--- src/design/ssc_pkg.sv ---
// ----------------------------------------------------------------------------
// ssc_pkg: shared types and character classes for the sentence segmenter
// Holds the buffer depth, the request and response payloads, command codes
// and the code-unit classification functions used at the head of the chain.
// ----------------------------------------------------------------------------
`default_nettype none

package ssc_pkg;

	localparam int DEPTH = 64;
	localparam int CW    = $clog2(DEPTH + 1);

	localparam logic [1:0] CMD_APPEND = 2'd0;
	localparam logic [1:0] CMD_FLUSH  = 2'd1;
	localparam logic [1:0] CMD_CLEAR  = 2'd2;

	localparam logic REG_MIN = 1'b0;
	localparam logic REG_MAX = 1'b1;

	typedef struct packed {
		logic [1:0]  cmd;
		logic [15:0] code_unit;
	} req_t;

	typedef struct packed {
		logic [15:0] out_unit;
		logic        chunk_end;
	} rsp_t;

	typedef struct packed {
		logic          rot;
		logic          app;
		logic [CW-1:0] fill;
	} cell_ctl_t;

	function automatic logic is_ws(input logic [15:0] c);
		return (c >= 16'h0009 && c <= 16'h000d) || c == 16'h0020 || c == 16'h0085 ||
			c == 16'h00a0 || c == 16'h1680 || (c >= 16'h2000 && c <= 16'h200a) ||
			c == 16'h2028 || c == 16'h2029 || c == 16'h202f || c == 16'h205f ||
			c == 16'h3000;
	endfunction

	function automatic logic is_mark(input logic [15:0] c);
		return c == 16'h002e || c == 16'h0021 || c == 16'h003f || c == 16'h003b ||
			c == 16'h000a || c == 16'h3002 || c == 16'hff01 || c == 16'hff1f ||
			c == 16'hff1b || c == 16'h2026;
	endfunction

	function automatic logic is_closer(input logic [15:0] c);
		return is_ws(c) || c == 16'h2019 || c == 16'h201d || c == 16'h3009 ||
			c == 16'h300b || c == 16'h300d || c == 16'h300f || c == 16'h3011 ||
			c == 16'hff09;
	endfunction

	function automatic logic is_soft(input logic [15:0] c);
		return is_ws(c) || c == 16'h002c || c == 16'hff0c || c == 16'h3001 ||
			c == 16'hff1a;
	endfunction

endpackage

`default_nettype wire

--- src/design/sentence_chunk_segmenter.sv ---
// ----------------------------------------------------------------------------
// sentence_chunk_segmenter: cuts a UTF-16 stream into sentence chunks
// Ring of code-unit cells rotated past a scan/emit sequencer at the head.
//
//   channel  dir  handshake            payload
//   req      in   req_valid/req_stall  req_t (cmd, code_unit)
//   rsp      out  rsp_valid/rsp_stall  rsp_t (out_unit, chunk_end)
//   cfg      in   cfg_valid/cfg_ready  cfg_index, cfg_data
//
// each cut search rotates the full ring once past the head
// each cut then removes one unit per cycle, holding while a loaded unit waits on rsp
// an item runs a search per chunk it cuts, plus a last search when units remain
// clear, unused command and flush of an empty buffer start no search
// req is stalled until the item's last search or cut is done; no clearing pass
// ----------------------------------------------------------------------------
`default_nettype none

module sentence_chunk_segmenter
	import ssc_pkg::*;
(
	input  wire logic       clk,
	input  wire logic       arst_n,
	input  wire logic       req_valid,
	output logic            req_stall,
	input  wire req_t       req,
	output logic            rsp_valid,
	input  wire logic       rsp_stall,
	output rsp_t            rsp,
	input  wire logic       cfg_valid,
	output logic            cfg_ready,
	input  wire logic       cfg_index,
	input  wire logic [6:0] cfg_data
);

	logic [15:0] unit_q [DEPTH];
	cell_ctl_t   ctl;

	for (genvar i = 0; i < DEPTH; i++) begin : g_cell
		ssc_cell u_cell (
			.clk    (clk),
			.rot    (ctl.rot),
			.load   (ctl.app && ctl.fill == CW'(i)),
			.din    (req.code_unit),
			.nbr    (unit_q[(i + 1) % DEPTH]),
			.unit_q (unit_q[i])
		);
	end

	ssc_ctrl u_ctrl (
		.clk       (clk),
		.arst_n    (arst_n),
		.req_valid (req_valid),
		.req_stall (req_stall),
		.req       (req),
		.rsp_valid (rsp_valid),
		.rsp_stall (rsp_stall),
		.rsp       (rsp),
		.cfg_valid (cfg_valid),
		.cfg_ready (cfg_ready),
		.cfg_index (cfg_index),
		.cfg_data  (cfg_data),
		.head      (unit_q[0]),
		.ctl       (ctl)
	);

endmodule

`default_nettype wire

--- src/design/ssc_cell.sv ---
// ----------------------------------------------------------------------------
// ssc_cell: one buffer cell
// Holds one code unit; loads an appended unit or takes its neighbor's unit
// when the chain rotates.
// ----------------------------------------------------------------------------
`default_nettype none

module ssc_cell
	import ssc_pkg::*;
(
	input  wire logic        clk,
	input  wire logic        rot,
	input  wire logic        load,
	input  wire logic [15:0] din,
	input  wire logic [15:0] nbr,
	output logic      [15:0] unit_q
);

	always_ff @(posedge clk) begin
		if (load) begin
			unit_q <= din;
		end else if (rot) begin
			unit_q <= nbr;
		end
	end

endmodule

`default_nettype wire

--- src/design/ssc_ctrl.sv ---
// ----------------------------------------------------------------------------
// ssc_ctrl: scan and emit sequencer
// Watches the head cell while the chain rotates, finds the cut, then emits
// the trimmed chunk through the output register and drops the cut units.
// ----------------------------------------------------------------------------
`default_nettype none

module ssc_ctrl
	import ssc_pkg::*;
(
	input  wire logic        clk,
	input  wire logic        arst_n,
	input  wire logic        req_valid,
	output logic             req_stall,
	input  wire req_t        req,
	output logic             rsp_valid,
	input  wire logic        rsp_stall,
	output rsp_t             rsp,
	input  wire logic        cfg_valid,
	output logic             cfg_ready,
	input  wire logic        cfg_index,
	input  wire logic [6:0]  cfg_data,
	input  wire logic [15:0] head,
	output cell_ctl_t        ctl
);

	localparam logic [1:0] ST_IDLE   = 2'd0;
	localparam logic [1:0] ST_SCAN   = 2'd1;
	localparam logic [1:0] ST_DECIDE = 2'd2;
	localparam logic [1:0] ST_EMIT   = 2'd3;
	localparam logic [CW-1:0] DEPTH_C = CW'(DEPTH);

	logic [1:0]    state_q;
	logic [CW-1:0] fill_q, p_q, lo_q, hi_q, cut_q, chi_q, soft_q, shi_q, mhi_q, e_q;
	logic          flush_q, run_q, done_q, found_q;
	logic [6:0]    min_q, max_q;
	logic          out_v_q;
	rsp_t          out_q;

	logic [CW-1:0] mn, mx, mx0, len, hi_n, lo_n, rest;
	logic          vpos, ws, emit_pos, blocked, rot, load_out;

	always_comb begin
		if (min_q == 7'd0) begin
			mn = CW'(1);
		end else if (CW'(min_q) > DEPTH_C) begin
			mn = DEPTH_C;
		end else begin
			mn = CW'(min_q);
		end
		mx0 = (CW'(max_q) < mn) ? mn : CW'(max_q);
		mx  = (mx0 > DEPTH_C) ? DEPTH_C : mx0;
	end

	assign vpos = p_q < fill_q;
	assign ws   = is_ws(head);
	assign len  = (hi_q == '0) ? '0 : hi_q - lo_q;
	assign rest = fill_q - cut_q;

	always_comb begin
		hi_n = hi_q;
		lo_n = lo_q;
		if (vpos && !ws) begin
			if (hi_q == '0) begin
				lo_n = p_q;
			end
			hi_n = p_q + CW'(1);
		end
	end

	assign emit_pos = chi_q != '0 && e_q >= lo_q && e_q < chi_q;
	assign blocked  = emit_pos && out_v_q && rsp_stall;
	assign load_out = state_q == ST_EMIT && !blocked && emit_pos;

	always_comb begin
		case (state_q)
			ST_SCAN: rot = p_q < DEPTH_C;
			ST_EMIT: rot = !blocked;
			default: rot = 1'b0;
		endcase
	end

	assign req_stall = state_q != ST_IDLE;
	assign cfg_ready = 1'b1;
	assign rsp_valid = out_v_q;
	assign rsp       = out_q;
	assign ctl.rot   = rot;
	assign ctl.app   = state_q == ST_IDLE && req_valid && req.cmd == CMD_APPEND &&
		fill_q < DEPTH_C;
	assign ctl.fill  = fill_q;

	always_ff @(posedge clk or negedge arst_n) begin
		if (!arst_n) begin
			min_q <= 7'd1;
			max_q <= 7'd64;
		end else if (cfg_valid) begin
			if (cfg_index == REG_MIN) begin
				min_q <= cfg_data;
			end else begin
				max_q <= cfg_data;
			end
		end
	end

	always_ff @(posedge clk or negedge arst_n) begin
		if (!arst_n) begin
			state_q <= ST_IDLE;
			fill_q  <= '0;
			flush_q <= 1'b0;
			p_q     <= '0;
			lo_q    <= '0;
			hi_q    <= '0;
			run_q   <= 1'b0;
			done_q  <= 1'b0;
			found_q <= 1'b0;
			cut_q   <= '0;
			chi_q   <= '0;
			soft_q  <= '0;
			shi_q   <= '0;
			mhi_q   <= '0;
			e_q     <= '0;
			out_v_q <= 1'b0;
			out_q   <= '0;
		end else begin
			if (out_v_q && !rsp_stall && !load_out) begin
				out_v_q <= 1'b0;
			end
			case (state_q)
				ST_IDLE: begin
					p_q     <= '0;
					lo_q    <= '0;
					hi_q    <= '0;
					run_q   <= 1'b0;
					done_q  <= 1'b0;
					found_q <= 1'b0;
					soft_q  <= '0;
					shi_q   <= '0;
					mhi_q   <= '0;
					if (req_valid) begin
						case (req.cmd)
							CMD_APPEND: begin
								flush_q <= 1'b0;
								if (fill_q < DEPTH_C) begin
									fill_q <= fill_q + CW'(1);
								end
								state_q <= ST_SCAN;
							end
							CMD_FLUSH: begin
								flush_q <= 1'b1;
								if (fill_q != '0) begin
									state_q <= ST_SCAN;
								end
							end
							CMD_CLEAR: fill_q <= '0;
							default: ;
						endcase
					end
				end
				ST_SCAN: begin
					if (vpos && !done_q) begin
						if (!(run_q && is_closer(head))) begin
							if (run_q && len >= mn) begin
								found_q <= 1'b1;
								done_q  <= 1'b1;
								cut_q   <= p_q;
								chi_q   <= hi_q;
							end else begin
								run_q <= is_mark(head);
							end
						end
					end
					if (p_q == fill_q && !done_q && run_q) begin
						done_q <= 1'b1;
						if (flush_q && len >= mn) begin
							found_q <= 1'b1;
							cut_q   <= p_q;
							chi_q   <= hi_q;
						end
					end
					if (vpos && is_soft(head) && p_q >= mn && p_q < mx) begin
						soft_q <= p_q + CW'(1);
						shi_q  <= hi_n;
					end
					if (vpos && p_q == mx - CW'(1)) begin
						mhi_q <= hi_n;
					end
					hi_q <= hi_n;
					lo_q <= lo_n;
					p_q  <= p_q + CW'(1);
					if (p_q == DEPTH_C) begin
						state_q <= ST_DECIDE;
					end
				end
				ST_DECIDE: begin
					e_q <= '0;
					if (found_q) begin
						state_q <= ST_EMIT;
					end else if (fill_q >= mx) begin
						state_q <= ST_EMIT;
						if (soft_q != '0) begin
							cut_q <= soft_q;
							chi_q <= shi_q;
						end else begin
							cut_q <= mx;
							chi_q <= mhi_q;
						end
					end else if (flush_q) begin
						state_q <= ST_EMIT;
						cut_q   <= fill_q;
						chi_q   <= hi_q;
					end else begin
						state_q <= ST_IDLE;
					end
				end
				ST_EMIT: begin
					if (!blocked) begin
						if (emit_pos) begin
							out_v_q             <= 1'b1;
							out_q.out_unit  <= head;
							out_q.chunk_end <= e_q + CW'(1) == chi_q;
						end
						e_q <= e_q + CW'(1);
						if (e_q + CW'(1) == cut_q) begin
							fill_q  <= rest;
							p_q     <= '0;
							lo_q    <= '0;
							hi_q    <= '0;
							run_q   <= 1'b0;
							done_q  <= 1'b0;
							found_q <= 1'b0;
							soft_q  <= '0;
							shi_q   <= '0;
							mhi_q   <= '0;
							state_q <= (rest == '0) ? ST_IDLE : ST_SCAN;
						end
					end
				end
				default: state_q <= ST_IDLE;
			endcase
		end
	end

	a_fill_bound: assert property (@(posedge clk) disable iff (!arst_n)
		fill_q <= DEPTH_C)
		else $error("fill count beyond depth");

	a_idle_still: assert property (@(posedge clk) disable iff (!arst_n)
		state_q == ST_IDLE |-> !rot)
		else $error("chain rotates while idle");

	a_emit_only: assert property (@(posedge clk) disable iff (!arst_n)
		(state_q != ST_EMIT && !(out_v_q && !rsp_stall)) |=> out_v_q == $past(out_v_q))
		else $error("result loaded outside emit");

	a_cut_pos: assert property (@(posedge clk) disable iff (!arst_n)
		state_q == ST_EMIT |-> (cut_q != '0 && cut_q <= fill_q && chi_q <= cut_q))
		else $error("bad cut position");

endmodule

`default_nettype wire
--- config.mk ---
export PLATFORM = sky130hd
export DESIGN_NAME = sentence_chunk_segmenter
export DESIGN_NICKNAME = d
export VERILOG_FILES = /design/src/design/ssc_pkg.sv /design/src/design/sentence_chunk_segmenter.sv /design/src/design/ssc_cell.sv /design/src/design/ssc_ctrl.sv
export SDC_FILE = /design/constraint.sdc
export NUM_CORES = 1
export LEC_CHECK = 0
export BUFFER_PORTS_ARGS = -buffer_cell sky130_fd_sc_hd__buf_2
export CORE_ASPECT_RATIO = 1.75
export CORE_UTILIZATION = 25
export CTS_CLUSTER_DIAMETER = 150
export DETAILED_ROUTE_END_ITERATION = 6
export GPL_TIMING_DRIVEN = 0
export PLACE_DENSITY = 0.45
export SLEW_MARGIN = 20
export SYNTH_ARGS = -nofsm -noshare
export SYNTH_HDL_FRONTEND = slang
export SYNTH_SLANG_ARGS = --single-unit
--- constraint.sdc ---
create_clock -name clk -period 6.35 [get_ports clk]
set_input_delay 0.9525 -clock clk [delete_from_list [all_inputs] [get_ports clk]]
set_output_delay 0.9525 -clock clk [all_outputs]
set_load 0.02 [all_outputs]
== Word level (Yosys, flattened, before mapping) ==
Index checks and enable logic that the tools add are counted.
Word-level totals
  register bits after elaboration: 1132
  input bits: 31
Cells by class
  add/sub/neg operators: 6
  order comparisons: 16
  equality and inequality tests: 124
  multiplexer cells: 209
  bitwise operators: 2
  reduce and logical (&&, ||, !) cells: 217
Operators with widths (count)
  $mux 16: 128
  $mux 7: 36
  $eq 16x14->1 const B: 15
  $eq 7x6->1 const B: 32
  $reduce_bool 2->1: 69
  $pmux 7 s3: 6
  $eq 7x5->1 const B: 16
  $eq 16x16->1 const B: 6
  $eq 16x6->1 const B: 6
  $logic_and 1x1->1: 88
  $pmux 7 s2: 5
  $eq 7x4->1 const B: 8
  $eq 16x8->1 const B: 2
  $logic_or 1x1->1: 31
  $eq 7x3->1 const B: 4
  $eq 7x7->1: 4
  $ge 7x7->1: 4
  $logic_not 7->1: 4
  $lt 7x7->1: 4
  $reduce_and 6->1: 4
  $add 7x1->7 const B: 3
  $reduce_bool 7->1: 3
  $mux 1: 19
  $eq 16x13->1 const B: 1
  31 further kinds: 76

== Depth between registers and ports, before layout ==
Gate-level depths: netlist of run 1.
  word-level depth: 26
  depth in mapped cells: 23
  mapped depth without buffers: 19

== Cells and area by module ==
Synthesis of run 1 repeated with hierarchy kept, for this count alone.
Second synthesis, totals
  cells, all modules: 3240
  area total of the unflattened synthesis: 55708.4 µm²
By module, submodules not included
  ssc_cell: times used 64, cells an instance 35, area each 732.0 µm², sequential area each 480.5 µm²
  ssc_ctrl: times used 1, cells an instance 897, area each 8284.2 µm², sequential area each 2705.1 µm²
  sentence_chunk_segmenter: times used 1, cells an instance 103, area each 579.3 µm², sequential area each 0.0 µm²

== Least setup slack after synthesis of run 1 ==
Ideal clock, no wire load.
  path type: register to register
  start point: register u_ctrl.min_q[6]
  end point: register u_ctrl.mhi_q[3]
  library setup time: 0.121 ns
  arrival time: 4.486 ns
  data required time: 6.229 ns
  slack: 1.743 ns
  stages on the path, launching flop included: 24
  clock period less this slack: 4.607 ns
  path through: dfrtp_1 > buf_2 > clkbuf_1 > nor2_1 > inv_1 > ha_1 > a21oi_1 > nand2_1 > a221oi_4 > buf_4 > buf_2 > nor3b_1 > a31o_2 > inv_1 > ha_1 > clkbuf_1 > xnor2_1 > mux2i_1 > o21ai_0 > a221oi_1 > o221ai_1 > a21oi_1 > a21bo_2 > a22o_1
On the way
  cells in the longest elaborated chain, start to end: 12
Ends and longest elaborated chain
  start: declaration: line ssc_ctrl.sv:36  | logic [6:0] min_q, max_q;
  start signal: assignment: line ssc_ctrl.sv:98  | min_q <= cfg_data;
  $gt 7x7->1: line ssc_ctrl.sv:46  | end else if (CW'(min_q) > DEPTH_C) begin
  $mux 7: line ssc_ctrl.sv:46
  $mux 7 (*): line ssc_ctrl.sv:44  | if (min_q == 7'd0) begin
  $lt 7x7->1: line ssc_ctrl.sv:51  | mx0 = (CW'(max_q) < mn) ? mn : CW'(max_q);
  $mux 7 (*): line ssc_ctrl.sv:51
  $gt 7x7->1: line ssc_ctrl.sv:52  | mx = (mx0 > DEPTH_C) ? DEPTH_C : mx0;
  $mux 7 (*): line ssc_ctrl.sv:52
  $sub 7x1->7 (*): line ssc_ctrl.sv:184  | if (vpos && p_q == mx - CW'(1)) begin
  $eq 7x7->1 (*): line ssc_ctrl.sv:184
  $logic_and 1x1->1 (*): line ssc_ctrl.sv:184
  $ne 2x1->1 (no line) (*)
  $reduce_and 4->1 (no line) (*)
  end signal: assignment: line ssc_ctrl.sv:185  | mhi_q <= hi_n;
  end: declaration: line ssc_ctrl.sv:34  | logic [CW-1:0] fill_q, p_q, lo_q, hi_q, cut_q, chi_q, soft_q, shi_q, mhi_q, e_q;
Every way passes the cells marked *; elsewhere a longest branch is shown, timed or not.
A chain may end at the register's enable or synchronous reset.

== Worst setup path in the final report of run 1 ==
  start point: register u_ctrl.min_q[6]
  end point: register u_ctrl.mhi_q[2]
The elaborated chain is that of the path after synthesis.

==> parameters.txt, run 1 <==
Parameter                              Value

Floorplanning
  Number of ports placed on the die boundary    51
  DIE AREA    211000 sq um
  Die Width    348 um
  Vertical die dimension    607 um
  Core Region    a little over 200000 sq um
  Initial standard-cell utilization of the core    0.252
  Site row count    221

Power and ir drop
  Peak supply drop    257 uV
  Leakage power    between 20 and 25 nW
  Total power draw    0.0317 W
  Total power density per cell area    528 nW/um^2

STA
  Transition time at the pin with the least slew margin    1120 ps
  Worst clock skew    ~30 ps
  Final Critical Period    5900 ps
  Final period util    0.929
  Final max-slew violation count    0
  Final count of negative-setup-slack endpoints    0
  Post-route setup TNS    0 ps
  Unrepaired setup endpoints after global routing    no
  FMAX    169 MHz
  Worst slew margin    0.250
  Final Hold Fails    0

Synth
  Post-Syn Area per Cell    15.7 sq um
  Largest family of logic cells by synthesized area    multiplexers
  Register area share after synthesis    0.639
  Simple-gate share of the synthesized area    0.0448
  Distinct cell type count of the synthesized netlist    89
  Netlist Area Pre-Place    52400 sq um
  Synth Area in Adders    0.0196
  Async set-reset flop share out of synthesis    0.0954
  Post-Synthesis Net Count    3451
  Gate count after technology mapping    roughly 3300
  Compound-cell area share of the yosys netlist    0.0295
  Multiplexer fraction of the synthesized cell area    0.233
  EDFF count, synth    1024
  Synth Area in XOR/XNOR    0.00815
  Yosys Warn Count    0
  Flip-flop and latch count after synthesis    1132
  Most used flip-flop cell after synthesis    sky130_fd_sc_hd__edfxtp_1

Route
  TritonRoute pass-1 iters    5
  Wirelength, routed    around 130000 um
  Average detailed-routed wire length per instance    about 21 um
  Avg Vias per Cell    4.32
  Remaining antenna violation count    0
  Via total after detailed routing    approximately 28000
  Iter 0 DRT Violations    1336
  DRC errors left    0

Worst hold path
  Class of the worst hold path    primary input to async pin

Place
  Detailed placer's ending HPWL    between 90000 and 100000 um
  Final GP Congestion    0.892
  Number of cells after detailed placement    6166
  Placement-stage cell area    56200 sq um
  Number of port buffers    33

Global route
  Busiest grt layer    met2
  Global routing met3 resource utilization    0.0169
  Number of global-route vias before repair    29928
  Initial antenna violation count    14
  Routing usage on met2    0.252
  Overflow left after global routing    0
  Largest net degree at the start of global routing    67
  Global-route usage over all layers    0.125
  Global-route wire length before repair    199000 um
  Met1 capacity usage during global routing    0.124

Cells and area
  Number of nets at the end of the flow    3607
  Post-route cell area    60100 sq um
  Max reg flops    1024
  Non-filler cells in the finished layout    approximately 6400
  Layout overhead on the synthesized area    14.7%
  Proportion of layout cells with a drive suffix above 1    0.396
  Top reg by flops    g_cell.u_cell.unit_q

Clock tree
  CTS tree    built
  Post_cts resized    0
  Htree depth    3
  Root buffer cell    sky130_fd_sc_hd__clkbuf_16
  # clock sinks    approximately 1100
  Total CTS buffers    114
  Clock network latency to the later pin of the worst-skew pair    750 ps
  Clk pin slew, worst setup/hold paths    70 ps
  Clock Path Buffers    3
  Setup Buffers After CTS    0
  Post-CTS Hold Fix Bufs    0

Critical path
  Arrival time at the worst endpoint    6580 ps
  Worst reg2reg path startpoint    u_ctrl.min_q[6]$_DFFE_PN0P_
  Worst reg-to-reg setup slack    around 450 ps
  Type of element capturing the critical path    flop
  CP required    7020 ps
  Endpoint of the worst-slack reg-to-reg timing path    u_ctrl.mhi_q[2]$_DFFE_PN0P_
  Slowest cell on the critical path    sky130_fd_sc_hd__o221ai_1
  Worst reg-to-reg path cell count    23
  Highest net fanout along the worst path    10
  Crit-path cells    buf_2, clkbuf_1, nor2_1, inv_1, ha_1, a21oi_1, nand2_1, a221oi_4, buf_4, buf_2, nor3b_1, a31o_2, inv_1, ha_1, clkbuf_1, nor4b_1, a2111oi_0, a2111oi_0, and4b_1, o221ai_1, a21oi_1, a21bo_2, a22o_1
  CP peak stage delay    450 ps
  Nature of the critical path startpoint    flop
  WS Path Type    flop to flop

Run status
  Status    finished clean

Run
  Max-cap viol count    0
[report_power, final]
part	total (W)	leakage, nW	switching, W	internal, W
clock	0.00705	1.87	0.00308	0.00397
combinational	0.00903	7.72	0.00542	0.00361
sequential	0.0157	11.4	0.00133	0.0143
total	0.0317	20.9	0.00984	0.0219
[layout by cell type (no fill, tap or decap), types with 9 or more instances in the layout]
master	count
sky130_fd_sc_hd__clkinv_1	21
sky130_fd_sc_hd__mux2_2	1060
sky130_fd_sc_hd__buf_4	10
sky130_fd_sc_hd__clkinv_2	23
sky130_fd_sc_hd__xor2_1	15
sky130_fd_sc_hd__inv_1	54
sky130_fd_sc_hd__nor2_1	70
sky130_fd_sc_hd__diode_2	15
sky130_fd_sc_hd__nor4_1	9
sky130_fd_sc_hd__nand3_1	19
sky130_fd_sc_hd__nand4_1	13
sky130_fd_sc_hd__o221a_2	11
sky130_fd_sc_hd__nand2b_1	28
sky130_fd_sc_hd__dfrtp_1	106
sky130_fd_sc_hd__xnor2_1	26
sky130_fd_sc_hd__a21o_1	10
sky130_fd_sc_hd__and2_1	12
sky130_fd_sc_hd__buf_2	109
sky130_fd_sc_hd__clkbuf_16	115
sky130_fd_sc_hd__nand2_1	171
sky130_fd_sc_hd__and3_1	18
sky130_fd_sc_hd__nor2b_1	19
sky130_fd_sc_hd__edfxtp_1	1024
sky130_fd_sc_hd__ha_1	79
sky130_fd_sc_hd__bufinv_16	15
sky130_fd_sc_hd__nor3_1	25
sky130_fd_sc_hd__clkbuf_1	188
sky130_fd_sc_hd__a211oi_1	12
sky130_fd_sc_hd__mux2i_1	16
sky130_fd_sc_hd__a31oi_1	15
sky130_fd_sc_hd__nand2_2	12
sky130_fd_sc_hd__o21ai_0	64
sky130_fd_sc_hd__a21oi_1	34
[metrics by stage]
step	util	hold WS, ps	setup WS [ps]
2_1_floorplan	-	450	1740
6_report	0.289	123	448
3_5_place_dp	0.271	474	438
3_3_place_gp	0.270	474	475
4_1_cts	0.289	63.3	416
5_1_grt	0.289	116	39.0
[cells in the mapped netlist, types with 13 or more instances]
| master | number | area share |
|---|---|---|
| sky130_fd_sc_hd__ha_1 | 79 | 0.019 |
| sky130_fd_sc_hd__a21oi_1 | 34 | 0.0032 |
| sky130_fd_sc_hd__xor2_1 | 15 | 0.0025 |
| sky130_fd_sc_hd__nand4_1 | 13 | 0.0016 |
| sky130_fd_sc_hd__xnor2_1 | 26 | 0.0043 |
| sky130_fd_sc_hd__dfrtp_1 | 106 | 0.051 |
| sky130_fd_sc_hd__nand3_1 | 19 | 0.0018 |
| sky130_fd_sc_hd__mux2_2 | 1060 | 0.23 |
| sky130_fd_sc_hd__nor3_1 | 26 | 0.0025 |
| sky130_fd_sc_hd__clkbuf_1 | 169 | 0.012 |
| sky130_fd_sc_hd__a31oi_1 | 15 | 0.0018 |
| sky130_fd_sc_hd__nand2b_1 | 28 | 0.0033 |
| sky130_fd_sc_hd__nor2b_1 | 19 | 0.0023 |
| sky130_fd_sc_hd__o21ai_0 | 64 | 0.0061 |
| sky130_fd_sc_hd__nand2_1 | 171 | 0.012 |
| sky130_fd_sc_hd__inv_1 | 54 | 0.0039 |
| sky130_fd_sc_hd__mux2i_1 | 16 | 0.0031 |
| sky130_fd_sc_hd__nor2_1 | 70 | 0.0050 |
| sky130_fd_sc_hd__buf_1 | 18 | 0.0013 |
| sky130_fd_sc_hd__edfxtp_1 | 1024 | 0.59 |
| sky130_fd_sc_hd__buf_2 | 65 | 0.0062 |
| sky130_fd_sc_hd__and3_1 | 18 | 0.0022 |
[layer usage]
layer  up-vias  routed length [um]
li1      13057                   -
met1     13918               45500
met2       445               77000
met3       210                3920
met4         2                5420
met5         -                  18
[layout make-up]
type                    instances  area (sq um)
inverters                      56           210
multi-input cells            1886         17600
clock inverters                76           858
diodes                         15          37.5
clock buffers                 136          2980
repair buffers                 40           314
fillers                     20860        148000
well taps                    2787          3490
flip-flops and latches       1132         33500
plain buffers                 265          1150
[critical path: cells and delay by family, from the launching register on]
kind            cells  cell delay, ps
compound gates      9            2390
fa+ha+maj           2             480
buf+inv             7            1800
flops               1             320
simple gates        5             820
[how the worst max path moves through the flow]
| stage | slack [ps] | endpoint | from |
|---|---|---|---|
| floorplan | 1740 | u_ctrl.mhi_q[3]$_DFFE_PN0P_ | u_ctrl.min_q[6]$_DFFE_PN0P_ |
| global placement | 480 | u_ctrl.mhi_q[6]$_DFFE_PN0P_ | u_ctrl.min_q[6]$_DFFE_PN0P_ |
| detailed placement | 440 | u_ctrl.mhi_q[5]$_DFFE_PN0P_ | u_ctrl.min_q[6]$_DFFE_PN0P_ |
| CTS | 420 | u_ctrl.mhi_q[2]$_DFFE_PN0P_ | u_ctrl.min_q[6]$_DFFE_PN0P_ |
| global route | 40 | u_ctrl.mhi_q[1]$_DFFE_PN0P_ | u_ctrl.min_q[6]$_DFFE_PN0P_ |
| finish | 450 | u_ctrl.mhi_q[2]$_DFFE_PN0P_ | u_ctrl.min_q[6]$_DFFE_PN0P_ |
[cells by family after synthesis]
| logic type | after synthesis |
|---|---|
| AOI/OAI and AO/OA | 221 |
| xor gates and xnor gates | 44 |
| adders and majority gates | 81 |
| buffers and inverters | 321 |
| DFF | 1132 |
| muxes | 1084 |
| other | 1 |
| and+or+nand+nor | 455 |
Note: power is estimated with default switching activity, not from simulation.
==> run 2, diff against run 1 <==
--- a/config.mk
+++ b/config.mk
@@ -7,11 +7,12 @@
 export LEC_CHECK = 0
 export BUFFER_PORTS_ARGS = -buffer_cell sky130_fd_sc_hd__buf_2
 export CORE_ASPECT_RATIO = 1.75
-export CORE_UTILIZATION = 25
+export CORE_UTILIZATION = 55
 export CTS_CLUSTER_DIAMETER = 150
 export DETAILED_ROUTE_END_ITERATION = 6
 export GPL_TIMING_DRIVEN = 0
-export PLACE_DENSITY = 0.45
+export PLACE_DENSITY = 0.78
+export REMOVE_ABC_BUFFERS = 1
 export SLEW_MARGIN = 20
 export SYNTH_ARGS = -nofsm -noshare
 export SYNTH_HDL_FRONTEND = slang
==> run 2 against run 1 <==
Net effect: global-route usage grew 12 points; clock skew shrank 4.7 ps; final area shrank 5.0%; critical path type unchanged; critical endpoint is now u_ctrl.cut_q[2]$_DFFE_PN0P_; highest routed layer unchanged.
==> parameters.txt, run 2 (synthesis gave the netlist of run 1 again) <==
Parameter                              Value

Clock tree
  Clk pin slew, worst setup/hold paths    70 ps
  Total CTS buffers    99
  Htree depth    3
  Post_cts resized    0
  CTS tree    built
  Clock network latency to the later pin of the worst-skew pair    700 ps
  # clock sinks    1132
  Root buffer cell    sky130_fd_sc_hd__clkbuf_16
  Clock Path Buffers    3
  Post-CTS Hold Fix Bufs    0
  Setup Buffers After CTS    0

Route
  Iter 0 DRT Violations    2224
  Average detailed-routed wire length per instance    approximately 26 um
  DRC errors left    0
  Wirelength, routed    around 120000 um
  Remaining antenna violation count    0
  Via total after detailed routing    approximately 28000
  TritonRoute pass-1 iters    6
  Avg Vias per Cell    roughly 6.2

Floorplanning
  DIE AREA    96500 sq um
  Initial standard-cell utilization of the core    0.555
  Die Width    235 um
  Site row count    between 100 and 150
  Number of ports placed on the die boundary    51
  Vertical die dimension    between 400 and 500 um
  Core Region    94300 sq um

Cells and area
  Max reg flops    1024
  Proportion of layout cells with a drive suffix above 1    0.405
  Fillcell total    ~6700
  Top reg by flops    g_cell.u_cell.unit_q
  Number of antenna cells inserted    0
  Layout overhead on the synthesized area    8.95%
  Number of nets at the end of the flow    ~3400
  Most frequent cells in the layout    sky130_fd_sc_hd__mux2_2 (1060), sky130_fd_sc_hd__edfxtp_1 (1024), sky130_fd_sc_hd__nand2_1 (171)
  Commonest non-fill, non-tap cell in the layout    sky130_fd_sc_hd__mux2_2

Place
  Detailed placer's ending HPWL    77000 um
  Final GP Congestion    approximately 0.9
  Number of port buffers    49

STA
  Worst clock skew    24.6 ps
  Final count of negative-setup-slack endpoints    0
  Worst slew margin    0.157
  Transition time at the pin with the least slew margin    between 1000 and 1500 ps
  FMAX    about 170 MHz
  Final max-slew violation count    0
  Final Critical Period    5980 ps
  Min Hold Slack    141 ps
  Final period util    0.942
  Post-route setup TNS    0 ps
  Final Hold Fails    0
  Unrepaired setup endpoints after global routing    no

Global route
  Global-route wire length before repair    179000 um
  Largest net degree at the start of global routing    75
  Global-route usage over all layers    0.245
  Overflow left after global routing    0
  Number of global-route vias before repair    29527
  Initial antenna violation count    4

Critical path
  Most common cell on crit path    sky130_fd_sc_hd__ha_1
  Arrival time at the worst endpoint    6580 ps
  Slowest cell on the critical path    sky130_fd_sc_hd__a221oi_4
  CP required    6940 ps
  Nature of the critical path startpoint    flop
  CP peak stage delay    740 ps
  Type of element capturing the critical path    flop
  Buf+Inv Stages, Crit Path    1
  Highest net fanout along the worst path    23
  WS Path Type    flop to flop
  Crit-path cells    clkinv_1, nand2_1, ha_1, a21oi_1, o21bai_1, a221oi_4, mux2i_1, ha_1, and3_1, a221oi_1, o21ai_1, o21a_1, or2_1, o221a_2
  Gate family responsible for the most delay along the worst path    compound AO/OA/AOI/OAI gates

Power and ir drop
  Leakage power    20.4 nW
  Total power draw    0.0311 W
  Total power density per cell area    545 nW/um^2
  Peak supply drop    251 uV

Run status
  Status    finished clean

Run
  Max-cap viol count    0

Worst hold path
  Class of the worst hold path    primary input to async pin
run 2: routing by layer:
| layer | wire (um) | up-vias | part of all wire | global-route usage |
|---|---|---|---|---|
| li1 | - | 12531 | - | - |
| met1 | 41100 | 14326 | 0.35 | 0.264 |
| met2 | 64700 | 878 | 0.55 | 0.466 |
| met3 | 5200 | 296 | 0.045 | 0.0313 |
| met4 | 5820 | 4 | 0.050 | 0.124 |
| met5 | 28 | - | 0.00024 | 0 |
run 2: worst paths after layout:
path / startpoint / endpoint / slack, ps / depth (start not counted)
worst max-delay path: u_ctrl.min_q[6]$_DFFE_PN0P_ / u_ctrl.cut_q[2]$_DFFE_PN0P_ / 370 / 14
worst min-delay path: arst_n / u_ctrl.p_q[4]$_DFFE_PN0P_ / 140 / 1
worst max register to register: u_ctrl.min_q[6]$_DFFE_PN0P_ / u_ctrl.cut_q[2]$_DFFE_PN0P_ / 370 / 14
worst min register to register: u_ctrl.lo_q[4]$_DFFE_PN0P_ / u_ctrl.lo_q[4]$_DFFE_PN0P_ / 490 / 2
max in group asynchronous: arst_n / u_ctrl.rsp[10]$_DFFE_PN0P_ / 5480 / 2
min in group clk: cfg_data[5] / u_ctrl.min_q[5]$_DFFE_PN0P_ / 480 / 3
run 2: final cells by class:
class	count	area, sq um	share of cell area
Sequential cell	1132	33500	0.586
Inverter	56	210	0.00368
Timing Repair Buffer	75	858	0.0150
Multi-Input combinational cell	1886	17600	0.309
Clock buffer	117	2540	0.0446
Tap cell	1208	1510	0.0265
Clock inverter	64	863	0.0151
run 2: worst reg2reg max path, stage by stage, from the launching register on:
cell,delay [ps]
sky130_fd_sc_hd__dfrtp_1,710
sky130_fd_sc_hd__clkinv_1,500
sky130_fd_sc_hd__nand2_1,320
sky130_fd_sc_hd__ha_1,300
sky130_fd_sc_hd__a21oi_1,180
sky130_fd_sc_hd__o21bai_1,110
sky130_fd_sc_hd__a221oi_4,740
sky130_fd_sc_hd__mux2i_1,560
sky130_fd_sc_hd__ha_1,340
sky130_fd_sc_hd__and3_1,200
sky130_fd_sc_hd__a221oi_1,370
sky130_fd_sc_hd__o21ai_1,380
sky130_fd_sc_hd__o21a_1,360
sky130_fd_sc_hd__or2_1,440
sky130_fd_sc_hd__o221a_2,350
run 2: report_power, final:
part	switching, W	internal [W]
clock network	0.00278	0.00362
registers	0.00160	0.0143
logic	0.00517	0.00362
run 2: through the flow:
step	setup slack (ps)	cell area, sq um	util	instances
2_1_floorplan	844	51200	-	3074
3_3_place_gp	-4080	53000	0.562	4331
3_5_place_dp	508	53600	0.569	4357
4_1_cts	489	57100	0.605	4538
5_1_grt	16.6	57100	0.605	4538
6_report	368	57100	0.605	4538
